--- src/hdl/bol_pkg.sv ---
`default_nettype none

package bol_pkg;

    // Request codes carried in the input tuser.
    localparam logic [2:0] OP_INSERT = 3'd0;
    localparam logic [2:0] OP_DELETE = 3'd1;
    localparam logic [2:0] OP_SEARCH = 3'd2;
    localparam logic [2:0] OP_ROTATE = 3'd3;
    localparam logic [2:0] OP_READ   = 3'd4;

    // Status codes returned with every result.
    localparam logic [1:0] ST_OK     = 2'd0;
    localparam logic [1:0] ST_FULL   = 2'd1;
    localparam logic [1:0] ST_EMPTY  = 2'd2;
    localparam logic [1:0] ST_BADPOS = 2'd3;

    // Width of the rotate amount and of its bit index for the serial remainder.
    localparam int unsigned AMT_W     = 8;
    localparam int unsigned AMT_BIT_W = 3;

    // What every cell of the chain does, as set by the broadcast command.
    typedef enum logic [1:0] {
        ACT_HOLD   = 2'd0,
        ACT_INSERT = 2'd1,
        ACT_DELETE = 2'd2,
        ACT_ROTL   = 2'd3
    } t_action;

    // Broadcast command to the chain; cells compare their own index against it.
    typedef struct packed {
        t_action    action;
        logic [7:0] first;
        logic [7:0] limit;
    } t_chain_cmd;

    // One result transaction.
    typedef struct packed {
        logic [3:0]         entry_count;
        logic signed [31:0] read_value;
        logic               found;
        logic [1:0]         status;
    } t_result;

endpackage

`default_nettype wire

--- src/hdl/bol_cell.sv ---
`default_nettype none

// One slot of the list. It keeps its word or takes the word of a neighbour,
// the new value or the head of the list, as the broadcast command says.
module bol_cell (
    input  wire                  i_clk,
    input  wire [7:0]            i_index,
    input  wire bol_pkg::t_chain_cmd i_cmd,
    input  wire [31:0]           i_value,
    input  wire [31:0]           i_left,
    input  wire [31:0]           i_right,
    input  wire [31:0]           i_head,
    output logic [31:0]          o_q
);

    logic [31:0] r_word;
    logic [31:0] n_word;
    logic [8:0]  idx_plus1;

    assign idx_plus1 = {1'b0, i_index} + 9'd1;

    // Choose the next word for this slot.
    always_comb begin
        n_word = r_word;
        case (i_cmd.action)
            bol_pkg::ACT_INSERT: begin
                if (i_index == i_cmd.first) begin
                    n_word = i_value;
                end else if (i_index > i_cmd.first && i_index < i_cmd.limit) begin
                    n_word = i_left;
                end
            end
            bol_pkg::ACT_DELETE: begin
                if (i_index >= i_cmd.first && idx_plus1 < {1'b0, i_cmd.limit}) begin
                    n_word = i_right;
                end
            end
            bol_pkg::ACT_ROTL: begin
                if (idx_plus1 < {1'b0, i_cmd.limit}) begin
                    n_word = i_right;
                end else if (idx_plus1 == {1'b0, i_cmd.limit}) begin
                    n_word = i_head;
                end
            end
            default: begin
                n_word = r_word;
            end
        endcase
    end

    // Payload register, no reset needed.
    always_ff @(posedge i_clk) begin
        r_word <= n_word;
    end

    assign o_q = r_word;

endmodule

`default_nettype wire

--- src/hdl/bol_ctrl.sv ---
`default_nettype none

// Sequencer for the list: checks requests, keeps the count, steers the chain
// of cells and holds the result register.
module bol_ctrl #(
    parameter int unsigned CAPACITY = 8
) (
    input  wire                  i_clk,
    input  wire                  i_rst_n,
    input  wire                  i_in_valid,
    output logic                 o_in_ready,
    input  wire [2:0]            i_op,
    input  wire [31:0]           i_item_value,
    input  wire [7:0]            i_position,
    input  wire [7:0]            i_rotate_amount,
    input  wire [31:0]           i_head,
    output bol_pkg::t_chain_cmd  o_cmd,
    output logic                 o_out_valid,
    input  wire                  i_out_ready,
    output bol_pkg::t_result     o_result
);

    localparam int unsigned CW = $clog2(CAPACITY + 1);

    typedef enum logic [4:0] {
        S_IDLE = 5'b00001,
        S_DIV  = 5'b00010,
        S_ROT  = 5'b00100,
        S_SCAN = 5'b01000,
        S_DONE = 5'b10000
    } t_state;

    t_state                         r_state;
    logic [CW-1:0]                  r_count;
    logic [2:0]                     r_op;
    logic [31:0]                    r_val;
    logic [7:0]                     r_pos;
    logic [bol_pkg::AMT_W-1:0]      r_k;
    logic [bol_pkg::AMT_BIT_W-1:0]  r_bit;
    logic [CW-1:0]                  r_rem;
    logic [CW-1:0]                  r_step;
    logic [1:0]                     r_status;
    logic                           r_found;
    logic [31:0]                    r_rd;
    logic                           r_out_valid;
    bol_pkg::t_result               r_result;

    logic          accept;
    logic [8:0]    pos9;
    logic [8:0]    cnt9;
    logic          full;
    logic          empty;
    logic          ins_pos_ok;
    logic          live_pos_ok;
    logic [CW:0]   trial;
    logic          trial_ge;
    logic [CW-1:0] rem_next;
    logic [CW-1:0] cnt_m1;
    logic [1:0]    chk_status;
    t_state        acc_state;

    assign accept      = i_in_valid && (r_state == S_IDLE);
    assign o_in_ready  = (r_state == S_IDLE);
    assign pos9        = {1'b0, i_position};
    assign cnt9        = 9'(r_count);
    assign full        = (r_count >= CW'(CAPACITY));
    assign empty       = (r_count == '0);
    assign ins_pos_ok  = (i_position != 8'd0) && (pos9 <= cnt9 + 9'd1);
    assign live_pos_ok = (i_position != 8'd0) && (pos9 <= cnt9);
    assign cnt_m1      = r_count - CW'(1);

    // One step of the restoring remainder of the rotate amount by the count.
    assign trial    = {r_rem, r_k[r_bit]};
    assign trial_ge = (trial >= {1'b0, r_count});
    assign rem_next = trial_ge ? CW'(trial - {1'b0, r_count}) : CW'(trial);

    // Status of an offered request and the state it leads to.
    always_comb begin
        chk_status = bol_pkg::ST_OK;
        acc_state  = S_DONE;
        case (i_op)
            bol_pkg::OP_INSERT: begin
                if (full) begin
                    chk_status = bol_pkg::ST_FULL;
                end else if (!ins_pos_ok) begin
                    chk_status = bol_pkg::ST_BADPOS;
                end
            end
            bol_pkg::OP_DELETE: begin
                if (empty) begin
                    chk_status = bol_pkg::ST_EMPTY;
                end else if (!live_pos_ok) begin
                    chk_status = bol_pkg::ST_BADPOS;
                end
            end
            bol_pkg::OP_READ: begin
                if (empty) begin
                    chk_status = bol_pkg::ST_EMPTY;
                end else if (!live_pos_ok) begin
                    chk_status = bol_pkg::ST_BADPOS;
                end else begin
                    acc_state = S_SCAN;
                end
            end
            bol_pkg::OP_ROTATE: begin
                if (empty) begin
                    chk_status = bol_pkg::ST_EMPTY;
                end else begin
                    acc_state = S_DIV;
                end
            end
            bol_pkg::OP_SEARCH: begin
                if (!empty) begin
                    acc_state = S_SCAN;
                end
            end
            default: begin
                chk_status = bol_pkg::ST_OK;
                acc_state  = S_DONE;
            end
        endcase
    end

    // Command broadcast to the chain of cells.
    always_comb begin
        o_cmd.action = bol_pkg::ACT_HOLD;
        o_cmd.first  = 8'd0;
        o_cmd.limit  = 8'd0;
        if (accept && i_op == bol_pkg::OP_INSERT && !full && ins_pos_ok) begin
            o_cmd.action = bol_pkg::ACT_INSERT;
            o_cmd.first  = i_position - 8'd1;
            o_cmd.limit  = 8'(cnt9 + 9'd1);
        end else if (accept && i_op == bol_pkg::OP_DELETE && !empty && live_pos_ok) begin
            o_cmd.action = bol_pkg::ACT_DELETE;
            o_cmd.first  = i_position - 8'd1;
            o_cmd.limit  = 8'(cnt9);
        end else if (r_state == S_SCAN || r_state == S_ROT) begin
            o_cmd.action = bol_pkg::ACT_ROTL;
            o_cmd.limit  = 8'(cnt9);
        end
    end

    // Working registers of the request in progress.
    always_ff @(posedge i_clk) begin
        case (r_state)
            S_IDLE: begin
                if (accept) begin
                    r_op     <= i_op;
                    r_val    <= i_item_value;
                    r_pos    <= i_position - 8'd1;
                    r_k      <= i_rotate_amount;
                    r_bit    <= bol_pkg::AMT_BIT_W'(bol_pkg::AMT_W - 1);
                    r_rem    <= '0;
                    r_step   <= '0;
                    r_found  <= 1'b0;
                    r_rd     <= 32'd0;
                    r_status <= chk_status;
                end
            end
            S_DIV: begin
                r_rem <= rem_next;
                r_bit <= r_bit - bol_pkg::AMT_BIT_W'(1);
                r_step <= r_count - rem_next;
            end
            S_ROT: begin
                r_step <= r_step - CW'(1);
            end
            S_SCAN: begin
                // The head cell holds the entry at position r_step + 1.
                if (r_op == bol_pkg::OP_SEARCH && i_head == r_val) begin
                    r_found <= 1'b1;
                end
                if (r_op == bol_pkg::OP_READ && 8'(r_step) == r_pos) begin
                    r_rd <= i_head;
                end
                r_step <= r_step + CW'(1);
            end
            default: begin
                r_step <= r_step;
            end
        endcase
    end

    // Sequencer, count and output register.
    always_ff @(posedge i_clk) begin
        if (!i_rst_n) begin
            r_state     <= S_IDLE;
            r_count     <= '0;
            r_out_valid <= 1'b0;
        end else begin
            if (r_out_valid && i_out_ready && r_state != S_DONE) begin
                r_out_valid <= 1'b0;
            end
            case (r_state)
                S_IDLE: begin
                    if (accept) begin
                        r_state <= acc_state;
                        case (i_op)
                            bol_pkg::OP_INSERT: begin
                                if (!full && ins_pos_ok) begin
                                    r_count <= r_count + CW'(1);
                                end
                            end
                            bol_pkg::OP_DELETE: begin
                                if (!empty && live_pos_ok) begin
                                    r_count <= r_count - CW'(1);
                                end
                            end
                            default: begin
                                r_count <= r_count;
                            end
                        endcase
                    end
                end
                S_DIV: begin
                    if (r_bit == '0) begin
                        r_state <= (rem_next == '0) ? S_DONE : S_ROT;
                    end
                end
                S_ROT: begin
                    if (r_step == CW'(1)) begin
                        r_state <= S_DONE;
                    end
                end
                S_SCAN: begin
                    if (r_step == cnt_m1) begin
                        r_state <= S_DONE;
                    end
                end
                S_DONE: begin
                    if (!r_out_valid || i_out_ready) begin
                        r_out_valid <= 1'b1;
                        r_state     <= S_IDLE;
                    end
                end
                default: begin
                    r_state <= S_IDLE;
                end
            endcase
        end
    end

    // Result payload, loaded as the transaction leaves the sequencer.
    always_ff @(posedge i_clk) begin
        if (r_state == S_DONE && (!r_out_valid || i_out_ready)) begin
            r_result.status      <= r_status;
            r_result.found       <= r_found;
            r_result.read_value  <= r_rd;
            r_result.entry_count <= 4'(r_count);
        end
    end

    assign o_out_valid = r_out_valid;
    assign o_result    = r_result;

endmodule

`default_nettype wire

--- src/hdl/bounded_ordered_list_top.sv ---
// Insert, delete, rejected requests and unused codes go straight to the done state.
// Search and read: one chain rotation per entry; a search of an empty list has none.
// Rotate: serial remainder by the count, then up to count - 1 single-step rotations.
// One request is in work at a time; the next is taken once the sequencer is idle.
// Synchronous active-low reset clears the count, the sequencer and the output valid;
// the entry cells are not reset.
`default_nettype none

module bounded_ordered_list_top #(
    parameter int unsigned CAPACITY = 8
) (
    input  wire         i_clk,
    input  wire         i_rst_n,
    input  wire         s_axis_tvalid,
    output logic        s_axis_tready,
    input  wire [47:0]  s_axis_tdata,   // item_value[31:0], position[39:32], rotate_amount[47:40]
    input  wire [2:0]   s_axis_tuser,   // op[2:0]
    output logic        m_axis_tvalid,
    input  wire         m_axis_tready,
    output logic [39:0] m_axis_tdata    // status[1:0], found[2], read_value[34:3],
                                        // entry_count[38:35], zero fill[39]
);

    bol_pkg::t_chain_cmd cmd;
    bol_pkg::t_result    result;
    logic [31:0]         cell_q [CAPACITY];

    // Sequencer and result register.
    bol_ctrl #(
        .CAPACITY (CAPACITY)
    ) u_ctrl (
        .i_clk           (i_clk),
        .i_rst_n         (i_rst_n),
        .i_in_valid      (s_axis_tvalid),
        .o_in_ready      (s_axis_tready),
        .i_op            (s_axis_tuser),
        .i_item_value    (s_axis_tdata[31:0]),
        .i_position      (s_axis_tdata[39:32]),
        .i_rotate_amount (s_axis_tdata[47:40]),
        .i_head          (cell_q[0]),
        .o_cmd           (cmd),
        .o_out_valid     (m_axis_tvalid),
        .i_out_ready     (m_axis_tready),
        .o_result        (result)
    );

    // Chain of entry cells wired to the head and neighbours; end cells wrap to themselves.
    for (genvar g = 0; g < CAPACITY; g++) begin : g_cell
        logic [31:0] left_q;
        logic [31:0] right_q;

        if (g == 0) begin : g_first
            assign left_q = cell_q[0];
        end else begin : g_mid
            assign left_q = cell_q[g-1];
        end

        if (g == CAPACITY - 1) begin : g_last
            assign right_q = cell_q[g];
        end else begin : g_inner
            assign right_q = cell_q[g+1];
        end

        bol_cell u_cell (
            .i_clk   (i_clk),
            .i_index (8'(g)),
            .i_cmd   (cmd),
            .i_value (s_axis_tdata[31:0]),
            .i_left  (left_q),
            .i_right (right_q),
            .i_head  (cell_q[0]),
            .o_q     (cell_q[g])
        );
    end

    // Pack the result, status in the lowest bits.
    assign m_axis_tdata = {1'b0, result.entry_count, result.read_value,
                           result.found, result.status};

endmodule

`default_nettype wire
--- config.mk ---
export PLATFORM = sky130hd
export DESIGN_NAME = bounded_ordered_list_top
export DESIGN_NICKNAME = d
export VERILOG_FILES = /design/src/hdl/bol_pkg.sv /design/src/hdl/bol_cell.sv /design/src/hdl/bol_ctrl.sv /design/src/hdl/bounded_ordered_list_top.sv
export SDC_FILE = /design/constraint.sdc
export NUM_CORES = 1
export LEC_CHECK = 0
export ABC_AREA = 1
export BUFFER_PORTS_ARGS = -buffer_cell sky130_fd_sc_hd__buf_2
export CORE_ASPECT_RATIO = 0.8
export CORE_MARGIN = 8
export CORE_UTILIZATION = 60
export CTS_BUF_LIST = sky130_fd_sc_hd__clkbuf_4
export CTS_CLUSTER_SIZE = 24
export DETAILED_ROUTE_END_ITERATION = 12
export PLACE_DENSITY_LB_ADDON = 0.08
export SYNTH_ARGS = -nofsm -noshare
export SYNTH_HDL_FRONTEND = slang
export SYNTH_SLANG_ARGS = --single-unit
--- constraint.sdc ---
create_clock -name i_clk -period 5.8 [get_ports i_clk]
set_input_delay 0.58 -clock i_clk [delete_from_list [all_inputs] [get_ports i_clk]]
set_output_delay 0.58 -clock i_clk [all_outputs]
set_load 0.01 [all_outputs]
==> flow_summary_export.csv, run 1 <==
group,metric,value,unit
sta,fin_crit,5150,ps
sta,timing.final.max_slew_violations,0,
global_routing,grt_pass1_vias,21600,
critical_path,rr_worst_depth,22,
cells_and_area,final_nets,3249,
synthesis,ys_ff_latch,402,
power,cellPowerDensity,302,mW/mm2
floorplanning,die_h,194,um
job,max_cap_viol_count,0,
critical_path,critPathKind,"reg -> reg",
floorplanning,fp.dieArea,0.0464,mm2
clock_network,clock-sinks,402,
synthesis,synth.top_cell.area_share,0.494,
floorplanning,core-area,0.0393,mm2
synthesis,synth_nets,3105,
clock_network,cts_max_level,3,
global_routing,grt_util_all_layers,0.348,
synthesis,ys_seq_area_frac,0.502,
clock_network,cts_buffers,104,
drt,post_drt_wl_per_cell,21.8,um
place,dp_hpwl,49900,um
clock_network,hold_buffers,46,
critical_path,cp-start-kind,"register",
critical_path,arrival,5650,ps
critical_path,cp.required,6300,ps
clock_network,cts_tree,"yes",
clock_network,cts_resized,0,
global_routing,gr-total-overflow,0,
synthesis,ys_warn_count,0,
sta,final_hold_viol_count,0,
sta,fin_hold_ws,109,ps
drt,vias,22900,
synthesis,synth.area.top_cells,"edfxtp_1 49%, nand2_1 14%, nand3_1 10%",
synthesis,synth-edff-count,392,
drt,drc,0,
power,p_leak,11.7,nW
place,numPortBuffers,95,
clock_network,cts_root_buffer,"clkbuf_4",
synthesis,synthFlopType,"edfxtp_1",
critical_path,reg2reg_setup_slack,650,ps
min_path,min_path_cells,4,
drt,drt-total-wl,82400,um
clock_network,post_cts_buffers,0,
cells_and_area,drive_above_1_share,0.115,
sta,setup_viol,0,
global_routing,grt_pass1_wl,125000,um
critical_path,r2r_end,"g_cell[2].u_cell.o_q[10]",
drt,ant_nets,0,
drt,first_pass_iters,6,
sta,fin_setup_tns,0,ps
floorplanning,die_x,239,um
outcome,outcome,"completed",
sta,finClkSkew,72.2,ps
synthesis,syn_inst,3025,
sta,fmax,194,MHz
sta,relSlewSlack,0.117,
cells_and_area,synthToLayoutAreaGrowth,11.6,%
synthesis,netlist_area,0.0238,mm2
min_path,hp-class,"in -> reg",
global_routing,antenna_found_initial,3,
min_path,min_from,"s_axis_tvalid",
critical_path,rr_startpoint,"u_ctrl.r_count[0]",
clock_network,clk_path_buf_depth,3,
clock_network,clk_pin_slew,70,ps
clock_network,clk_latency,920,ps
power,peakVddDrop,0.000208,V
cells_and_area,final_common_cell,"nand2_1",
cells_and_area,layout_common_cells,"892 x nand2_1, 485 x nand3_1, 418 x inv_1",
place,routabilityCongestion,0.926,
synthesis,synthArstFlopShare,0,
critical_path,end_kind,"register",
synthesis,ys_types,51,
global_routing,grt_max_degree,80,
sta,fin_crit_sh,0.889,
sta,worst_pin_slew,1320,ps
sta,rsz0062_at_grt,"no",
drt,detail_route.vias_per_cell,6.04,
synthesis,avgSynthCellArea,7.88,um2
drt,drt_iter0_drc,3649,
floorplanning,rows,65,
floorplanning,io_pins,97,
critical_path,crit_fanout,36,
min_path,min_to,"u_ctrl.r_state[0]",
floorplanning,initial_core_util,0.607,
synthesis,yosysTopAreaCell,"edfxtp_1",
Yosys cell counts (all sizes together) (3+ instances only):
| cell | instances |
|---|---|
| a211oi | 3 |
| a21oi | 62 |
| a31oi | 5 |
| buf | 79 |
| clkbuf | 76 |
| clkinv | 6 |
| dfxtp | 10 |
| edfxtp | 392 |
| ha | 23 |
| inv | 432 |
| nand2 | 903 |
| nand3 | 491 |
| nand4 | 11 |
| nor2 | 222 |
| nor3 | 9 |
| nor4 | 8 |
| o211ai | 4 |
| o21ai | 159 |
| o21bai | 35 |
| o22ai | 34 |
| o31ai | 3 |
| or2 | 6 |
| xnor2 | 9 |
| xor2 | 32 |
cell type report:
cell class	count	area, um2
antenna	3	7.51
clock buffer	146	1100
clock inverter	38	199
fill	3330	12700
inverter	438	1650
multi-input combinational	2030	9620
sequential	402	12000
tap	536	671
timing repair buffer	193	1390
cells by family after synthesis:
| group | count (synthesis) | share of synthesized area |
|---|---|---|
| XOR/XNOR | 41 | 0.0151 |
| AND/OR/NAND/NOR | 1652 | 0.296 |
| adder cells (fa/ha/maj) | 25 | 0.0138 |
| AO/OA/AOI/OAI | 311 | 0.0738 |
| flip-flops | 402 | 0.502 |
| other | 1 | 0.000157 |
| buffers and inverters | 593 | 0.0994 |
worst max-delay path, cell delays in order, from the launching register on:
cell      delay [ps]
dfxtp_1          560
clkinv_1         350
ha_1             420
inv_1            140
ha_1             250
inv_1             70
nor2_1            40
nor2_1            90
nand2_1           60
nand2_1           60
nand2_1           40
nand2_1          200
nand4_1          140
nand2_2          100
buf_4            500
nor2_4           190
buf_4            320
nand2_2          120
nand2_1           50
inv_1             70
nor2_1            70
nor2_4           400
buf_4            510
registers in the layout, indices dropped and copies added (netlist names):
signal	flops
u_ctrl.r_state	5
u_ctrl.r_found	1
u_ctrl.o_out_valid	1
u_ctrl.r_op	3
u_ctrl.r_rem	4
u_ctrl.r_val	32
u_ctrl.o_result	39
g_cell.u_cell.o_q	256
u_ctrl.r_count	4
u_ctrl.r_k	8
u_ctrl.r_bit	3
u_ctrl.r_pos	8
u_ctrl.r_status	2
u_ctrl.r_rd	32
u_ctrl.r_step	4
power by group:
group | switching, mW | internal, mW | total (mW)
registers | 0.167 | 3.75 | 3.92
clock network | 1.25 | 1.21 | 2.46
logic | 1.18 | 0.480 | 1.66
total | 2.59 | 5.44 | 8.04
per-layer routing:
layer	part of all wire	wire, um	track usage
met3	0.15	12400	0.107
met4	0.038	3150	0.140
met5	0	0	0
met1	0.39	32400	0.488
met2	0.42	34500	0.497
through the flow:
stage,power (mW),util,cell area (um2),cells,worst slack [ps]
final,8.04,0.677,26600,3786,645
after global routing,8.38,0.677,26600,3786,350
after CTS,8.02,0.677,26600,3783,749
after detailed placement,5.57,0.633,24800,3553,762
after global placement,5.51,0.633,24800,3553,872
after floorplan,4.97,-,23800,3025,665
how the worst max path moves through the flow:
stage                                 start                  endpoint  cells after the start
final                     u_ctrl.r_count[0]  g_cell[2].u_cell.o_q[10]                     22
after global routing      u_ctrl.r_count[0]  g_cell[2].u_cell.o_q[10]                     22
after CTS                 u_ctrl.r_count[0]  g_cell[2].u_cell.o_q[10]                     22
after detailed placement  u_ctrl.r_count[0]  g_cell[3].u_cell.o_q[22]                     19
after global placement    u_ctrl.r_count[0]  g_cell[3].u_cell.o_q[26]                     19
after floorplan           u_ctrl.r_state[2]   g_cell[6].u_cell.o_q[0]                     13
Power figures use the tool's default switching activity.
==> inputs of run 2 (changes only) <==
--- a/config.mk
+++ b/config.mk
@@ -16,4 +16,5 @@
 export PLACE_DENSITY_LB_ADDON = 0.08
 export SYNTH_ARGS = -nofsm -noshare
 export SYNTH_HDL_FRONTEND = slang
+export SYNTH_HIERARCHICAL = 1
 export SYNTH_SLANG_ARGS = --single-unit
==> flow_summary_export.csv, run 2 <==
group,metric,value,unit
synthesis,synth.area.top_cells,"edfxtp_1 36%, nand2_1 10%, ha_1 8.6%",
clock_network,cts_tree,"yes",
sta,fin_crit,5230,ps
cells_and_area,final.fill_count,4928,
global_routing,grt_pass1_wl,146000,um
clock_network,clock-sinks,402,
outcome,outcome,"completed",
clock_network,cts_buffers,107,
critical_path,rr_worst_depth,26,
power,cellPowerDensity,324,mW/mm2
sta,fmax,191,MHz
floorplanning,die_h,226,um
sta,fin_ws,573,ps
synthesis,synth-edff-count,392,
cells_and_area,final_common_cell,"nand2_1",
synthesis,synthFlopType,"edfxtp_1",
sta,worst_pin_slew,1140,ps
cells_and_area,drive_above_1_share,0.0810,
synthesis,synth_compound_area_frac,0.0782,
critical_path,crit_fanout,33,
clock_network,post_cts_buffers,0,
floorplanning,fp.dieArea,0.0629,mm2
global_routing,antenna_found_initial,3,
synthesis,synth_top_family_by_area,"simple AND/OR/NAND/NOR gates",
floorplanning,core-area,0.0548,mm2
min_path,min_to,"u_ctrl/r_val[29]",
drt,detail_route.vias_per_cell,5.36,
synthesis,netlist_area,0.0330,mm2
power,peakVddDrop,0.000185,V
cells_and_area,multi_input_area,0.0184,mm2
critical_path,worstSetupStartpoint,"u_ctrl/r_count[0]",
synthesis,yosysTopAreaCell,"edfxtp_1",
cells_and_area,final-seq-area,0.0120,mm2
drt,drt_iter0_drc,3688,
cells_and_area,largest_reg_flops,256,
place,place_ws,673,ps
critical_path,cp.required,6310,ps
critical_path,arrival,5730,ps
synthesis,ys_seq_area_frac,0.362,
cells_and_area,layout_common_cells,"908 x nand2_1, 670 x nor2_1, 660 x inv_1",
sta,final_hold_viol_count,0,
synthesis,syn_inst,4550,
synthesis,synthSimpleGateAreaFrac,0.333,
place,routabilityCongestion,0.902,
floorplanning,io_pins,97,
sta,fin_setup_tns,0,ps
synthesis,ys_warn_count,6,
floorplanning,die_x,278,um
critical_path,r2r_end,"g_cell[2].u_cell/o_q[10]",
clock_network,cts_resized,0,
sta,fin_crit_sh,0.901,
drt,vias,30500,
clock_network,clk_path_buf_depth,3,
critical_path,rr_startpoint,"u_ctrl/r_count[0]",
floorplanning,initial_core_util,0.603,
critical_path,reg2reg_setup_slack,570,ps
global_routing,grt_util_all_layers,0.285,
clock_network,clk_latency,890,ps
power,p_leak,16.3,nW
min_path,min_from,"s_axis_tdata[29]",
critical_path,end_kind,"register",
critical_path,cp-start-kind,"register",
clock_network,hold_buffers,18,
synthesis,ys_types,46,
cells_and_area,synthToLayoutAreaGrowth,9.55,%
synthesis,synth.top_cell.area_share,0.356,
sta,timing.final.max_slew_violations,0,
sta,finClkSkew,83.3,ps
critical_path,critPathKind,"reg -> reg",
sta,rsz0062_at_grt,"no",
cells_and_area,finish.utilization,0.660,
place,numPortBuffers,95,
place,dp_hpwl,66600,um
drt,ant_nets,0,
synthesis,synthArstFlopShare,0,
synthesis,ys_ff_latch,402,
drt,post_drt_wl_per_cell,16.1,um
min_path,hp-class,"in -> reg",
drt,first_pass_iters,6,
clock_network,cts_max_level,3,
synthesis,avgSynthCellArea,7.26,um2
drt,drc,0,
global_routing,grt_max_degree,92,
cells_and_area,final_nets,5191,
synthesis,synth_common_cells,"908 x nand2_1, 685 x nor2_1, 661 x inv_1",
drt,drt-total-wl,91500,um
clock_network,clk_pin_slew,70,ps
floorplanning,rows,77,
sta,setup_viol,0,
sta,relSlewSlack,0.240,
min_path,min_path_cells,1,
job,max_cap_viol_count,0,
synthesis,synth_xor_area_frac,0.0231,
synthesis,synth_mux_area_frac,0.000303,
synthesis,yosysMostFrequentCell,"nand2_1",
global_routing,gr-total-overflow,0,
synthesis,synth_fa_ha_area_frac,0.0868,
global_routing,grt_pass1_vias,27200,
clock_network,cts_root_buffer,"clkbuf_4",
-- run 2: cell count changes in the layout (fill, tap and decap cells not counted), moves of 25 or more --
| cell | delta |
|---|---|
| ha_1 | +203 |
| nor2_2 | +25 |
| dlygate4sd3_1 | -28 |
| nand3b_1 | +221 |
| o21ai_1 | +41 |
| o21bai_1 | -34 |
| a21oi_1 | +63 |
| conb_1 | +302 |
| o21ai_0 | +112 |
| nor2_1 | +463 |
| nand3_1 | +49 |
| inv_1 | +242 |
| xnor2_1 | +34 |
-- run 2: power by group --
group	leakage [nW]	switching, mW	total (mW)	internal [mW]
logic	11.8	2.58	4.04	1.46
registers	3.68	0.813	5.22	4.40
clock network	0.767	1.25	2.46	1.21
total	16.3	4.64	11.7	7.08
-- run 2: worst max path at each step --
stage	endpoint	slack (ps)	cells past startpoint
3_5_place_dp	g_cell[2].u_cell/o_q[14]	670	26
5_1_grt	g_cell[3].u_cell/o_q[30]	110	25
2_1_floorplan	g_cell[7].u_cell/o_q[0]	210	19
3_3_place_gp	g_cell[2].u_cell/o_q[14]	840	25
6_report	g_cell[2].u_cell/o_q[10]	570	26
4_1_cts	g_cell[2].u_cell/o_q[10]	600	26
-- run 2: metal layers --
layer / routed length [um] / vias to the layer above / track usage
met5: 0 / - / 0
met4: 1200 / 0 / 0.0613
met3: 12300 / 93 / 0.0635
met2: 36500 / 1610 / 0.395
met1: 41500 / 13500 / 0.445
li1: - / 15300 / -
-- run 2: worst max-delay path, stage by stage (launching register included) --
cell and delay [ps]:
dfxtp_1 630, inv_1 260, ha_1 360, inv_1 90
ha_1 190, a21oi_1 140, o21ai_0 90, nor2_1 80
o21ai_0 90, nand2_1 90, nand2_1 70, or2_1 320
nand2_4 100, inv_4 60, nor2_1 530, inv_1 100
ha_1 320, nand2_1 50, nor2_1 120, nand2_2 80
inv_2 40, buf_4 340, nor2_1 80, nand2_1 80
nand2_1 60, nor2_2 70, buf_4 380
-- run 2: per-stage QoR --
step | area [um2] | std cells | power (mW) | hold WS [ps]
CTS | 36200 | 5686 | 11.6 | 3.12
global route | 36200 | 5689 | 12.5 | 22.1
global placement | 34700 | 5492 | 9.01 | 401
finish | 36200 | 5689 | 11.7 | 78.6
detailed placement | 34700 | 5492 | 9.11 | 405
floorplan | 34200 | 4850 | 7.97 | 400
-- run 2: layout make-up --
type	instances	area share
Inverter	679	0.0706
Multi-Input combinational cell	3553	0.510
Sequential cell	402	0.331
Clock buffer	146	0.0303
Clock inverter	30	0.00515
Antenna cell	3	0.000207
Timing Repair Buffer	165	0.0289
Tap cell	711	0.0246
-- run 2: cells by family (layout without fill, tap and decap cells) --
family,count (synthesis),in the layout
buf+inv,895,1020
other cells,3,306
mux,1,1
simple gates,2440,2440
fa+ha+maj,228,228
flops,402,402
xor+xnor,87,87
compound gates,494,494
